File: src/rtl/core/rgmm_pkg.sv
package rgmm_pkg;

	localparam int VAL_W     = 32;
	localparam int ACC_W     = 48;
	localparam int IDX_W     = 12;
	localparam int ROW_W     = 8;
	localparam int CFG_IDX_W = 4;

	// configuration register indexes
	localparam logic [CFG_IDX_W-1:0] CFG_MINIMIZE      = 4'd0;
	localparam logic [CFG_IDX_W-1:0] CFG_USE_OFFSET    = 4'd1;
	localparam logic [CFG_IDX_W-1:0] CFG_TRACK_CHOICES = 4'd2;
	localparam logic [CFG_IDX_W-1:0] CFG_IN_PLACE      = 4'd3;

	// item actions
	localparam logic ACTION_LOAD  = 1'b0;
	localparam logic ACTION_ENTRY = 1'b1;

	typedef struct packed {
		logic                    action;
		logic [IDX_W-1:0]        index;
		logic signed [VAL_W-1:0] value;
		logic signed [VAL_W-1:0] offset;
		logic                    first_in_row;
		logic                    last_in_row;
		logic                    last_in_group;
		logic [ROW_W-1:0]        local_row;
		logic [ROW_W-1:0]        prior_choice;
		logic [IDX_W-1:0]        group_index;
	} item_t;

	typedef struct packed {
		logic signed [ACC_W-1:0] group_value;
		logic [ROW_W-1:0]        chosen_row;
		logic                    choice_changed;
	} result_t;

	// finished row, accumulator side to selection side
	typedef struct packed {
		logic                    valid;
		logic                    last_group;
		logic [ROW_W-1:0]        local_row;
		logic [ROW_W-1:0]        prior_choice;
		logic signed [ACC_W-1:0] row_value;
	} row_end_t;

	// group decision stage, selection side to top
	typedef struct packed {
		logic                    valid;
		result_t                 res;
		logic signed [VAL_W-1:0] wb_value;
	} sel_out_t;

endpackage

File: src/rtl/core/rgmm_mac.sv
module rgmm_mac (
	input  logic                          clk,
	input  logic                          arst_n,
	input  logic                          adv,
	input  logic                          load_en,
	input  rgmm_pkg::item_t               item,
	input  logic [rgmm_pkg::VAL_W-1:0]    xval,
	input  logic                          use_offset,
	output rgmm_pkg::row_end_t            row_end
);

	localparam int AW_ = rgmm_pkg::ACC_W;
	localparam logic signed [AW_-1:0] ACC_MAX = {1'b0, {(AW_-1){1'b1}}};
	localparam logic signed [AW_-1:0] ACC_MIN = {1'b1, {(AW_-1){1'b0}}};

	// s1: coefficient waits for the x read
	logic                                 v_s1;
	logic signed [rgmm_pkg::VAL_W-1:0]    coef_s1;
	logic signed [rgmm_pkg::VAL_W-1:0]    off_s1;
	logic                                 first_s1;
	logic                                 end_s1;
	logic                                 lg_s1;
	logic [rgmm_pkg::ROW_W-1:0]           lrow_s1;
	logic [rgmm_pkg::ROW_W-1:0]           prior_s1;

	// s2: product ready, accumulate
	logic                                 v_s2;
	logic signed [AW_-1:0]                prod_s2;
	logic signed [rgmm_pkg::VAL_W-1:0]    off_s2;
	logic                                 first_s2;
	logic                                 end_s2;
	logic                                 lg_s2;
	logic [rgmm_pkg::ROW_W-1:0]           lrow_s2;
	logic [rgmm_pkg::ROW_W-1:0]           prior_s2;

	logic signed [AW_-1:0]                acc_q;
	logic signed [2*rgmm_pkg::VAL_W-1:0]  prod;
	logic signed [AW_-1:0]                base;
	logic signed [AW_:0]                  sum;
	logic signed [AW_-1:0]                acc_sum;

	// Q16.16 x Q16.16, floor to Q.16
	assign prod = coef_s1 * $signed(xval);

	always_comb begin
		if (first_s2)
			base = use_offset ? {{(AW_-rgmm_pkg::VAL_W){off_s2[rgmm_pkg::VAL_W-1]}}, off_s2}
			                  : '0;
		else
			base = acc_q;
		sum = {base[AW_-1], base} + {prod_s2[AW_-1], prod_s2};
		if (sum[AW_] != sum[AW_-1])
			acc_sum = sum[AW_] ? ACC_MIN : ACC_MAX;
		else
			acc_sum = sum[AW_-1:0];
	end

	always_ff @(posedge clk or negedge arst_n) begin
		if (!arst_n) begin
			v_s1  <= 1'b0;
			v_s2  <= 1'b0;
			acc_q <= '0;
		end else if (adv) begin
			v_s1 <= load_en;
			v_s2 <= v_s1;
			if (v_s2)
				acc_q <= end_s2 ? '0 : acc_sum;
		end
	end

	always_ff @(posedge clk) begin
		if (adv) begin
			if (load_en) begin
				coef_s1  <= item.value;
				off_s1   <= item.offset;
				first_s1 <= item.first_in_row;
				end_s1   <= item.last_in_row | item.last_in_group;
				lg_s1    <= item.last_in_group;
				lrow_s1  <= item.local_row;
				prior_s1 <= item.prior_choice;
			end
			if (v_s1) begin
				prod_s2  <= prod[2*rgmm_pkg::VAL_W-1:16];
				off_s2   <= off_s1;
				first_s2 <= first_s1;
				end_s2   <= end_s1;
				lg_s2    <= lg_s1;
				lrow_s2  <= lrow_s1;
				prior_s2 <= prior_s1;
			end
		end
	end

	assign row_end.valid        = v_s2 & end_s2;
	assign row_end.last_group   = lg_s2;
	assign row_end.local_row    = lrow_s2;
	assign row_end.prior_choice = prior_s2;
	assign row_end.row_value    = acc_sum;

endmodule

File: config.mk
export PLATFORM = sky130hd
export DESIGN_NAME = rgmm_mac
export DESIGN_NICKNAME = d
export VERILOG_FILES = /design/src/rtl/core/rgmm_pkg.sv /design/src/rtl/core/rgmm_mac.sv
export SDC_FILE = /design/constraint.sdc
export NUM_CORES = 2
export LEC_CHECK = 0
export BUFFER_PORTS_ARGS = -buffer_cell sky130_fd_sc_hd__buf_2
export CAP_MARGIN = 20
export CORE_UTILIZATION = 59
export CTS_BUF_LIST = sky130_fd_sc_hd__clkbuf_4 sky130_fd_sc_hd__clkbuf_8
export CTS_CLUSTER_DIAMETER = 100
export CTS_CLUSTER_SIZE = 12
export DETAILED_ROUTE_END_ITERATION = 10
export PLACE_DENSITY_LB_ADDON = 0.2
export SYNTH_ARGS = -nofsm -noshare
export SYNTH_HDL_FRONTEND = slang
export SYNTH_SLANG_ARGS = --single-unit
File: constraint.sdc
create_clock -name clk -period 11.42 [get_ports clk]
set_clock_uncertainty 0.05 [all_clocks]
set_input_delay 2.284 -clock clk [delete_from_list [all_inputs] [get_ports clk]]
set_output_delay 2.284 -clock clk [all_outputs]
set_load 0.05 [all_outputs]
==> impl_metrics.env <==
export IMPL_cts_made_buffers=25
export IMPL_ys_ff_latch=232
export IMPL_fp_row_count=103
export IMPL_cts_sinks=232
export IMPL_via_per_inst=5.628
export IMPL_syn_to_final_growth_pct=4.757
export IMPL_finalMaxSlewViolations=0
export IMPL_critPathMaxStageDelay_ps=580
export IMPL_dp_hpwl_mm=97.46
export IMPL_ioPinCount=211
export IMPL_hold_viol_final=0
export IMPL_grt_use_total_pct=31.29
export IMPL_cts_tree="yes"
export IMPL_fmax_mhz=98.64
export IMPL_layout_commonest_cell="fa_1"
export IMPL_cts_max_path_buffers=3
export IMPL_end_kind="flip-flop"
export IMPL_cts_hold_buf=0
export IMPL_grt_max_degree=70
export IMPL_crit_slowest_cell="fa_1"
export IMPL_num_vias=33280
export IMPL_clk_pin_slew_ps=80
export IMPL_first_pass_iters=6
export IMPL_synthFlopType="edfxtp_1"
export IMPL_finalCritPeriodShare_pct=88.77
export IMPL_ys_types=81
export IMPL_syn_num_nets=6280
export IMPL_synth_top_area_share_pct=45.87
export IMPL_path_max_fanout=10
export IMPL_place_inst=5866
export IMPL_wl_mm=120.7
export IMPL_dr_first_iter_drc_count=2411
export IMPL_synthTopCellsByArea="fa_1, edfxtp_1, inv_1"
export IMPL_status="finished clean"
export IMPL_fin_crit_ps=10140
export IMPL_synthCells=4825
export IMPL_grt_pass1_vias=36220
export IMPL_cap_violations=0
export IMPL_crit_path_start_kind="primary input"
export IMPL_cts_root_buf="clkbuf_8"
export IMPL_syn_avg_cell_area_um2=9.786
export IMPL_fin_cells=5914
export IMPL_grt_setup_unrepaired="no"
export IMPL_drive_gt1_share_pct=6.793
export IMPL_synth_edf_count=182
export IMPL_grt_overflow=0
export IMPL_cts_htree_levels=1
export IMPL_clock_latency_ps=680
export IMPL_max_slew_margin_pct=38.24
export IMPL_min_path_type="flip-flop to flip-flop"
export IMPL_finalSetupViolCount=0
export IMPL_syn_area_um2=47220
export IMPL_dp_slack_ps=686.3
export IMPL_tightest_slew_ps=926.4
export IMPL_dieArea_um2=81170
export IMPL_path_buf_inv=8
export IMPL_start_util_pct=59.67
export IMPL_drc=0
export IMPL_yosysTopAreaCell="fa_1"
export IMPL_path_class="primary input to flip-flop"
export IMPL_antenna_found_initial=11
export IMPL_ys_seq_area_share_pct=14.22
export IMPL_ys_warn_count=0
export IMPL_async_flop_share_pct=21.55
export IMPL_final_nets=6298
export IMPL_cts_resized=0
export IMPL_routabilityCongestion=0.9303
export IMPL_io_buffers=185
export IMPL_critPathRequiredTime_ps=11750
export IMPL_postLayoutCoreUtil_pct=62.51
export IMPL_crit_family="adder cells"
export IMPL_path_common_cell="fa_1"
export IMPL_fin_tns_setup_ps=0
export IMPL_crit_arrival_ps=10470
export IMPL_worst_slack_ps=1282
export IMPL_wl_per_cell_um=20.40
export IMPL_drtAntennaViolNets=0
export IMPL_mostFrequentLayoutCells="fa_1, inv_1, nand2_1"
export IMPL_die_x_um=284.9
export IMPL_post_cts_buffers=0
export IMPL_placeableCoreArea_um2=79130
export IMPL_die_h_um=284.9
export IMPL_grt_pass1_wl_mm=198.4
## layout make-up
class                      count  area, µm²
timing repair buffer         260       1526
inverter                     998       3746
sequential                   232       6716
tap                         1050       1314
clock inverter                 8      57.56
clock buffer                  34      411.6
multi-input combinational   3326      35680
fill                        6647      29660
antenna                        6      15.01
## Yosys cell counts, drive strengths merged (60+ instances only)
cell type and instances:
a21oi 157, xnor2 60, fa 1082, a21o 61, and2 520, o21ai 120
edfxtp 182, ha 228, clkbuf 249, nor2 131, inv 998, nand2 609
## logic make-up after synthesis
family	synth area share (%)
adders and majority gates	52.43
buffers and inverters	10.24
DFF	14.22
AOI/OAI and AO/OA	6.630
muxes	0.1431
xor gates and xnor gates	1.836
and+or+nand+nor	14.50
## metrics by stage
| stage | hold WS (ps) | cell area, µm² |
|---|---|---|
| 3_3_place_gp | 350.1 | 48980 |
| 5_1_grt | 353.3 | 49460 |
| 3_5_place_dp | 354.5 | 48980 |
| 2_1_floorplan | 350.3 | 47220 |
| 6_report | 325.0 | 49460 |
| 4_1_cts | 338.2 | 49450 |
## registers in the layout, summed over array words and instances (netlist names)
register	cells
prod_s2	48
v_s2	1
end_s1	1
coef_s1	32
off_s2	32
prior_s2	8
end_s2	1
acc_q	48
v_s1	1
lrow_s1	8
first_s2	1
lrow_s2	8
first_s1	1
prior_s1	8
lg_s2	1
lg_s1	1
off_s1	32
## worst register-to-register path: cells and delay by family, from the launching register on
kind | cells | cell delay (ps)
flip-flops | 1 | 760
AND/OR/NAND/NOR | 4 | 840
AO/OA/AOI/OAI | 5 | 1600
adder cells (fa/ha/maj) | 9 | 4640
XOR/XNOR | 1 | 70
buffers and inverters | 7 | 1030
## path summary, 6_finish.rpt
path                                   from     endpoint  slack [ps]  cells after the start
worst max register to register  coef_s1[31]  prod_s2[46]        2180                     26
max in group asynchronous            arst_n    acc_q[29]        9180                      2
worst min-delay path               first_s1     first_s2         330                      0
min in group asynchronous            arst_n     acc_q[8]        1660                      2
worst min register to register     first_s1     first_s2         330                      0
worst max-delay path                xval[5]  prod_s2[46]        1280                     27
## per-layer routing
layer | vias up | wire length, µm | GRT usage [%] | share of wire [%]
li1 | 14580 | - | - | -
met3 | 236 | 8248 | 4.408 | 6.8
met5 | - | 67 | 0 | 0.056
met1 | 17220 | 49460 | 42.47 | 41
met4 | 10 | 4302 | 10.11 | 3.6
met2 | 1236 | 58590 | 52.31 | 49
Power is not shown: default switching activity piles up to over one toggle a cycle in this logic, so the estimate is an artifact.
