==> config.mk <==
export PLATFORM = sky130hd
export DESIGN_NAME = rgmm_select
export DESIGN_NICKNAME = d
export VERILOG_FILES = /design/src/rtl/core/rgmm_pkg.sv /design/src/rtl/core/rgmm_select.sv
export SDC_FILE = /design/constraint.sdc
export NUM_CORES = 1
export LEC_CHECK = 0
export BUFFER_PORTS_ARGS = -buffer_cell sky130_fd_sc_hd__buf_2
export CAP_MARGIN = 30
export CORE_ASPECT_RATIO = 0.6
export CORE_UTILIZATION = 30
export CTS_CLUSTER_SIZE = 16
export DETAILED_ROUTE_END_ITERATION = 16
export PLACE_DENSITY_LB_ADDON = 0.2
export SLEW_MARGIN = 20
export SYNTH_ARGS = -nofsm -noshare
export SYNTH_HDL_FRONTEND = slang
export SYNTH_SLANG_ARGS = --single-unit
==> constraint.sdc <==
create_clock -name clk -period 6.7 [get_ports clk]
set_input_delay 1.675 -clock clk [delete_from_list [all_inputs] [get_ports clk]]
set_output_delay 1.675 -clock clk [all_outputs]
set_load 0.02 [all_outputs]
==> src/rtl/core/rgmm_pkg.sv <==
package rgmm_pkg;

	localparam int VAL_W     = 32;
	localparam int ACC_W     = 48;
	localparam int IDX_W     = 12;
	localparam int ROW_W     = 8;
	localparam int CFG_IDX_W = 4;

	// configuration register indexes
	localparam logic [CFG_IDX_W-1:0] CFG_MINIMIZE      = 4'd0;
	localparam logic [CFG_IDX_W-1:0] CFG_USE_OFFSET    = 4'd1;
	localparam logic [CFG_IDX_W-1:0] CFG_TRACK_CHOICES = 4'd2;
	localparam logic [CFG_IDX_W-1:0] CFG_IN_PLACE      = 4'd3;

	// item actions
	localparam logic ACTION_LOAD  = 1'b0;
	localparam logic ACTION_ENTRY = 1'b1;

	typedef struct packed {
		logic                    action;
		logic [IDX_W-1:0]        index;
		logic signed [VAL_W-1:0] value;
		logic signed [VAL_W-1:0] offset;
		logic                    first_in_row;
		logic                    last_in_row;
		logic                    last_in_group;
		logic [ROW_W-1:0]        local_row;
		logic [ROW_W-1:0]        prior_choice;
		logic [IDX_W-1:0]        group_index;
	} item_t;

	typedef struct packed {
		logic signed [ACC_W-1:0] group_value;
		logic [ROW_W-1:0]        chosen_row;
		logic                    choice_changed;
	} result_t;

	// finished row, accumulator side to selection side
	typedef struct packed {
		logic                    valid;
		logic                    last_group;
		logic [ROW_W-1:0]        local_row;
		logic [ROW_W-1:0]        prior_choice;
		logic signed [ACC_W-1:0] row_value;
	} row_end_t;

	// group decision stage, selection side to top
	typedef struct packed {
		logic                    valid;
		result_t                 res;
		logic signed [VAL_W-1:0] wb_value;
	} sel_out_t;

endpackage

==> src/rtl/core/rgmm_select.sv <==
module rgmm_select (
	input  logic                  clk,
	input  logic                  arst_n,
	input  logic                  adv,
	input  rgmm_pkg::row_end_t    row_end,
	input  logic                  minimize,
	input  logic                  track_choices,
	output rgmm_pkg::sel_out_t    sel_out
);

	localparam int AW_ = rgmm_pkg::ACC_W;
	localparam int VW  = rgmm_pkg::VAL_W;
	localparam int RW  = rgmm_pkg::ROW_W;

	function automatic logic beats(input logic signed [AW_-1:0] a,
	                               input logic signed [AW_-1:0] b,
	                               input logic mn);
		return mn ? (a < b) : (a > b);
	endfunction

	// s3: finished row
	logic                     v_s3;
	logic signed [AW_-1:0]    rv_s3;
	logic                     lg_s3;
	logic [RW-1:0]            lrow_s3;
	logic [RW-1:0]            prior_s3;

	// running group state
	logic signed [AW_-1:0]    best_q;
	logic [RW-1:0]            brow_q;
	logic signed [AW_-1:0]    pv_q;
	logic                     seen_q;
	logic                     has_q;

	// s4: closed group
	logic                     v_s4;
	logic signed [AW_-1:0]    best_s4;
	logic [RW-1:0]            brow_s4;
	logic signed [AW_-1:0]    pv_s4;
	logic                     seen_s4;
	logic [RW-1:0]            prior_s4;

	logic                     is_prior;
	logic                     upd;
	logic signed [AW_-1:0]    best_n;
	logic [RW-1:0]            brow_n;
	logic signed [AW_-1:0]    pv_n;
	logic                     seen_n;
	logic                     take;
	logic [RW-1:0]            chosen;

	always_comb begin
		is_prior = (lrow_s3 == prior_s3);
		pv_n     = is_prior ? rv_s3 : pv_q;
		seen_n   = seen_q | is_prior;
		// strict improvement only: ties keep the earlier row
		upd      = !has_q || beats(rv_s3, best_q, minimize);
		best_n   = upd ? rv_s3 : best_q;
		brow_n   = upd ? lrow_s3 : brow_q;
	end

	always_ff @(posedge clk or negedge arst_n) begin
		if (!arst_n) begin
			v_s3   <= 1'b0;
			v_s4   <= 1'b0;
			best_q <= '0;
			brow_q <= '0;
			pv_q   <= '0;
			seen_q <= 1'b0;
			has_q  <= 1'b0;
		end else if (adv) begin
			v_s3 <= row_end.valid;
			v_s4 <= v_s3 & lg_s3;
			if (v_s3) begin
				if (lg_s3) begin
					best_q <= '0;
					brow_q <= '0;
					pv_q   <= '0;
					seen_q <= 1'b0;
					has_q  <= 1'b0;
				end else begin
					best_q <= best_n;
					brow_q <= brow_n;
					pv_q   <= pv_n;
					seen_q <= seen_n;
					has_q  <= 1'b1;
				end
			end
		end
	end

	always_ff @(posedge clk) begin
		if (adv) begin
			if (row_end.valid) begin
				rv_s3    <= row_end.row_value;
				lg_s3    <= row_end.last_group;
				lrow_s3  <= row_end.local_row;
				prior_s3 <= row_end.prior_choice;
			end
			if (v_s3 && lg_s3) begin
				best_s4  <= best_n;
				brow_s4  <= brow_n;
				pv_s4    <= pv_n;
				seen_s4  <= seen_n;
				prior_s4 <= prior_s3;
			end
		end
	end

	always_comb begin
		take   = !seen_s4 || beats(best_s4, pv_s4, minimize);
		chosen = track_choices ? (take ? brow_s4 : prior_s4) : '0;
		sel_out.valid              = v_s4;
		sel_out.res.group_value    = best_s4;
		sel_out.res.chosen_row     = chosen;
		sel_out.res.choice_changed = track_choices & (chosen != prior_s4);
		// write-back value clamps to 32 bits
		if (best_s4[AW_-1:VW-1] == {(AW_-VW+1){1'b0}} ||
		    best_s4[AW_-1:VW-1] == {(AW_-VW+1){1'b1}})
			sel_out.wb_value = best_s4[VW-1:0];
		else
			sel_out.wb_value = best_s4[AW_-1] ? {1'b1, {(VW-1){1'b0}}}
			                                  : {1'b0, {(VW-1){1'b1}}};
	end

endmodule
==> results.tsv <==
stage	metric	value	unit
cts	cts_tree	done	
worst_hold_path	hold_path_depth	0	
worst_setup_path	crit_arrival	4.09	ns
drt	route.detailed.wl_per_inst	20.11	um
synth	ys_top_cells_by_count	edfxtp_1, dfrtp_1, inv_1	
global_route	first_global_vias	9024	
layout	final_area	16490	sq um
layout	final_nets	1364	
global_route	track_usage	15.67	%
die	die-height	168.9	um
cts	cts_buffer_depth	3	
worst_setup_path	ff2ff_path_depth	10	
drt	drt-initial-drc-count	681	
synth	synth_edf_count	178	
die	die_x	280.1	um
die	ios	161	
pwr	ir_worst_vdd	0.0001827	V
pwr	p_per_area	291.0	nW/um^2
synth	ys_types	54	
die	core_area	45270	sq um
layout	drive_gt1_share	26.04	%
cts	cts.sinks	286	
place	dpl.hpwl	24570	um
global_route	grt_first_pass_wirelength	56440	um
timing	finalClockSkew	0.01458	ns
timing	max_slew_margin	25.60	%
timing	holdWs	0.4760	ns
worst_setup_path	crit_required	5.03	ns
cts	cts_buffers	30	
layout	fillerInstances	4394	
run	max-cap-violations	0	
die	core.rowCount	60	
global_route	grt_max_degree	64	
worst_setup_path	worst_path_max_delay_cell	and4b_1	
die	dieArea	47290	sq um
layout	layout-area-overhead-vs-synth	18.48	%
run_status	status	finished clean	
pwr	p_int	3.459	mW
worst_setup_path	path_max_fanout	9	
timing	max_freq	173.5	MHz
place	gp_congestion	0.7477	
global_route	antenna_found_initial	1	
layout	final_cells	1842	
timing	finalSetupTns	0	ns
synth	synth_cells	1044	
worst_setup_path	path_class	reg2out	
synth	synth_most_common_cell	edfxtp_1	
synth	async_flop_share	37.76	%
cts	postCtsHoldBufs	0	
worst_setup_path	path_common_cell	mux2i_1	
cts	cts_setup_buffers	0	
cts	post_cts_resized	0	
drt	wirelength	37050	um
pwr	leakage	7.163	nW
pwr	power_frac_comb	17.8	%
global_route	grt.overflow.total	0	
cts	clockRootBuffer	clkbuf_16	
layout	multi_input_area	5254	sq um
synth	yosysTopAreaCell	edfxtp_1	
drt	ant_nets	0	
worst_setup_path	critical_path_depth	10	
synth	ys_seq_elements	286	
worst_hold_path	holdCritPathClass	reg2reg	
drt	drcViolationCount	0	
worst_setup_path	cp-end-kind	output port	
worst_setup_path	crit_chain	ha_1 > nand4_1 > or2_2 > nor4_1 > and3_1 > a21oi_1 > mux2i_1 > and4b_1 > mux2i_1 > buf_2	
worst_setup_path	worstPathBufferInverterCount	1	
drt	dr.pass1.iters	5	
synth	synthTopCellsByArea	edfxtp_1, dfrtp_1, ha_1	
place	postPlaceCellArea	15440	sq um
timing	drv_slew	0	
pwr	p_sw	1.340	mW
die	initial_core_util	30.75	%
synth	synth_top_area_share	38.40	%
drt	vias_per_cell	4.905	
global_route	globalRouteMet1Util	24.19	%
place	portBuffers	160	
timing	fin_crit	5.763	ns
synth	synth_area	13920	sq um
global_route	grtUsageMet3	3.119	%
timing	setup_viol	0	
synth	seq_area_frac_synth	57.82	%
cts	cts_htree_levels	1	
synth	yosysWarningCount	0	
synth	ys.flop_type	edfxtp_1	
timing	finalCritPeriodShare	86.01	%
pwr	swShare	27.92	%
drt	num_vias	9035	
global_route	grt_busiest_layer	met1	
timing	rsz0062_at_grt	no	
layout	seq_area	8048	sq um
cts	cts.clk_slew.worst_paths	0.06	ns
timing	finalHoldViolations	0	
worst_setup_path	cpPeakStageDelay	0.70	ns
global_route	met2_usage	22.27	%
pwr	seq_power_share	45.9	%
synth	synth_nets	1211	
worst_setup_path	cpLargestDelayFamily	simple AND/OR/NAND/NOR gates	
cts	clk_latency	0.58	ns
synth	postSynthAreaPerCell	13.33	sq um
worst_setup_path	start_kind	flip-flop	
place	placedCellCount	1784	
pwr	clkPwrFrac	36.4	%
timing	worstMarginPinSlew	1.116	ns
worst register-to-register path, stage by stage (launching register included):
cell      delay (ns)
edfxtp_1        0.46
ha_1            0.35
nand4_1         0.20
nor4_1          0.70
o21ai_1         0.21
a31oi_2         0.36
nor4b_2         0.13
o221a_2         0.35
nand3_4         0.45
buf_4           0.55
mux2_2          0.44
registers in the layout (all words and copies together), names as in the netlist:
signal / cells
prior_s3: 8
lg_s3: 1
seen_s4: 1
prior_s4: 8
brow_q: 8
pv_s4: 48
brow_s4: 8
v_s4: 1
pv_q: 48
has_q: 1
best_s4: 48
seen_q: 1
best_q: 48
lrow_s3: 8
rv_s3: 48
v_s3: 1
logic make-up (layout without fill, tap and decap cells):
kind of cell	count (synthesis)	after routing	share of synthesized area [%]
buf+inv	162	339	4.854
xor+xnor	16	16	1.007
simple gates	145	145	5.690
other cells	0	1	0
mux	113	113	9.052
compound gates	226	226	12.95
flops	286	286	57.82
fa+ha+maj	96	96	8.629
final cells by class:
| type | instances | area share [%] |
|---|---|---|
| Inverter | 108 | 2.458 |
| Antenna cell | 1 | 0.01517 |
| Multi-Input combinational cell | 596 | 31.86 |
| Tap cell | 620 | 4.704 |
| Sequential cell | 286 | 48.80 |
| Timing Repair Buffer | 175 | 5.993 |
| Clock inverter | 14 | 0.9180 |
| Clock buffer | 42 | 5.258 |
worst paths after layout:
check	start	slack (ns)	to
max in group asynchronous	arst_n	4.47	pv_q[13]
worst min-delay path	prior_s3[1]	0.48	prior_s4[1]
worst min register to register	prior_s3[1]	0.48	prior_s4[1]
worst max register to register	rv_s3[15]	2.25	best_s4[21]
min in group asynchronous	arst_n	1.14	best_q[41]
worst max-delay path	best_s4[47]	0.94	sel_out[37]
routing by layer:
layer	wire length [um]	share of wire [%]
met3	2023	5.5
met2	15330	41
met4	805	2.2
met1	18880	51
met5	0	0
cell usage in the layout (no fill, tap or decap), types with 3 or more instances in the layout:
master and instances:
mux2_1 24, nor3_1 4, clkbuf_8 5, mux2_2 79
ha_1 96, clkinv_2 7, nor2_1 11, o21ai_1 3
inv_1 108, o21ai_0 12, a221oi_1 4, nand4_1 22
nor2_4 3, buf_16 3, mux2i_1 10, buf_2 159
clkbuf_16 31, a221o_1 9, nand2_1 49, nand3_1 6
bufinv_16 3, edfxtp_1 178, dfrtp_1 108, a21oi_1 34
o221ai_1 3, nor3b_1 9, a21o_1 48, a32o_1 46
clkbuf_1 6, buf_4 12, nor4_1 19, nand2b_1 4
and4_1 3, clkinvlp_4 3, o211ai_1 3, nor2b_1 3
a22o_1 48, xor2_1 8, xnor2_1 8
power by group through the flow:
stage	combinational, mW	sequential (mW)	clock (mW)
2_1_floorplan	0.606	2.21	0
3_3_place_gp	0.845	2.23	0
3_5_place_dp	0.856	2.23	0
4_1_cts	0.863	2.20	1.80
5_1_grt	0.953	2.22	1.87
6_report	0.852	2.20	1.75
metrics by stage:
step,total power [mW],setup slack (ns),util (%)
3_5_place_dp,3.091,1.514,34.12
6_report,4.798,0.9374,36.43
2_1_floorplan,2.820,1.192,-
4_1_cts,4.864,0.8692,36.37
3_3_place_gp,3.075,1.673,33.99
5_1_grt,5.050,0.5902,36.43
Note: power is estimated with default switching activity, not from simulation.
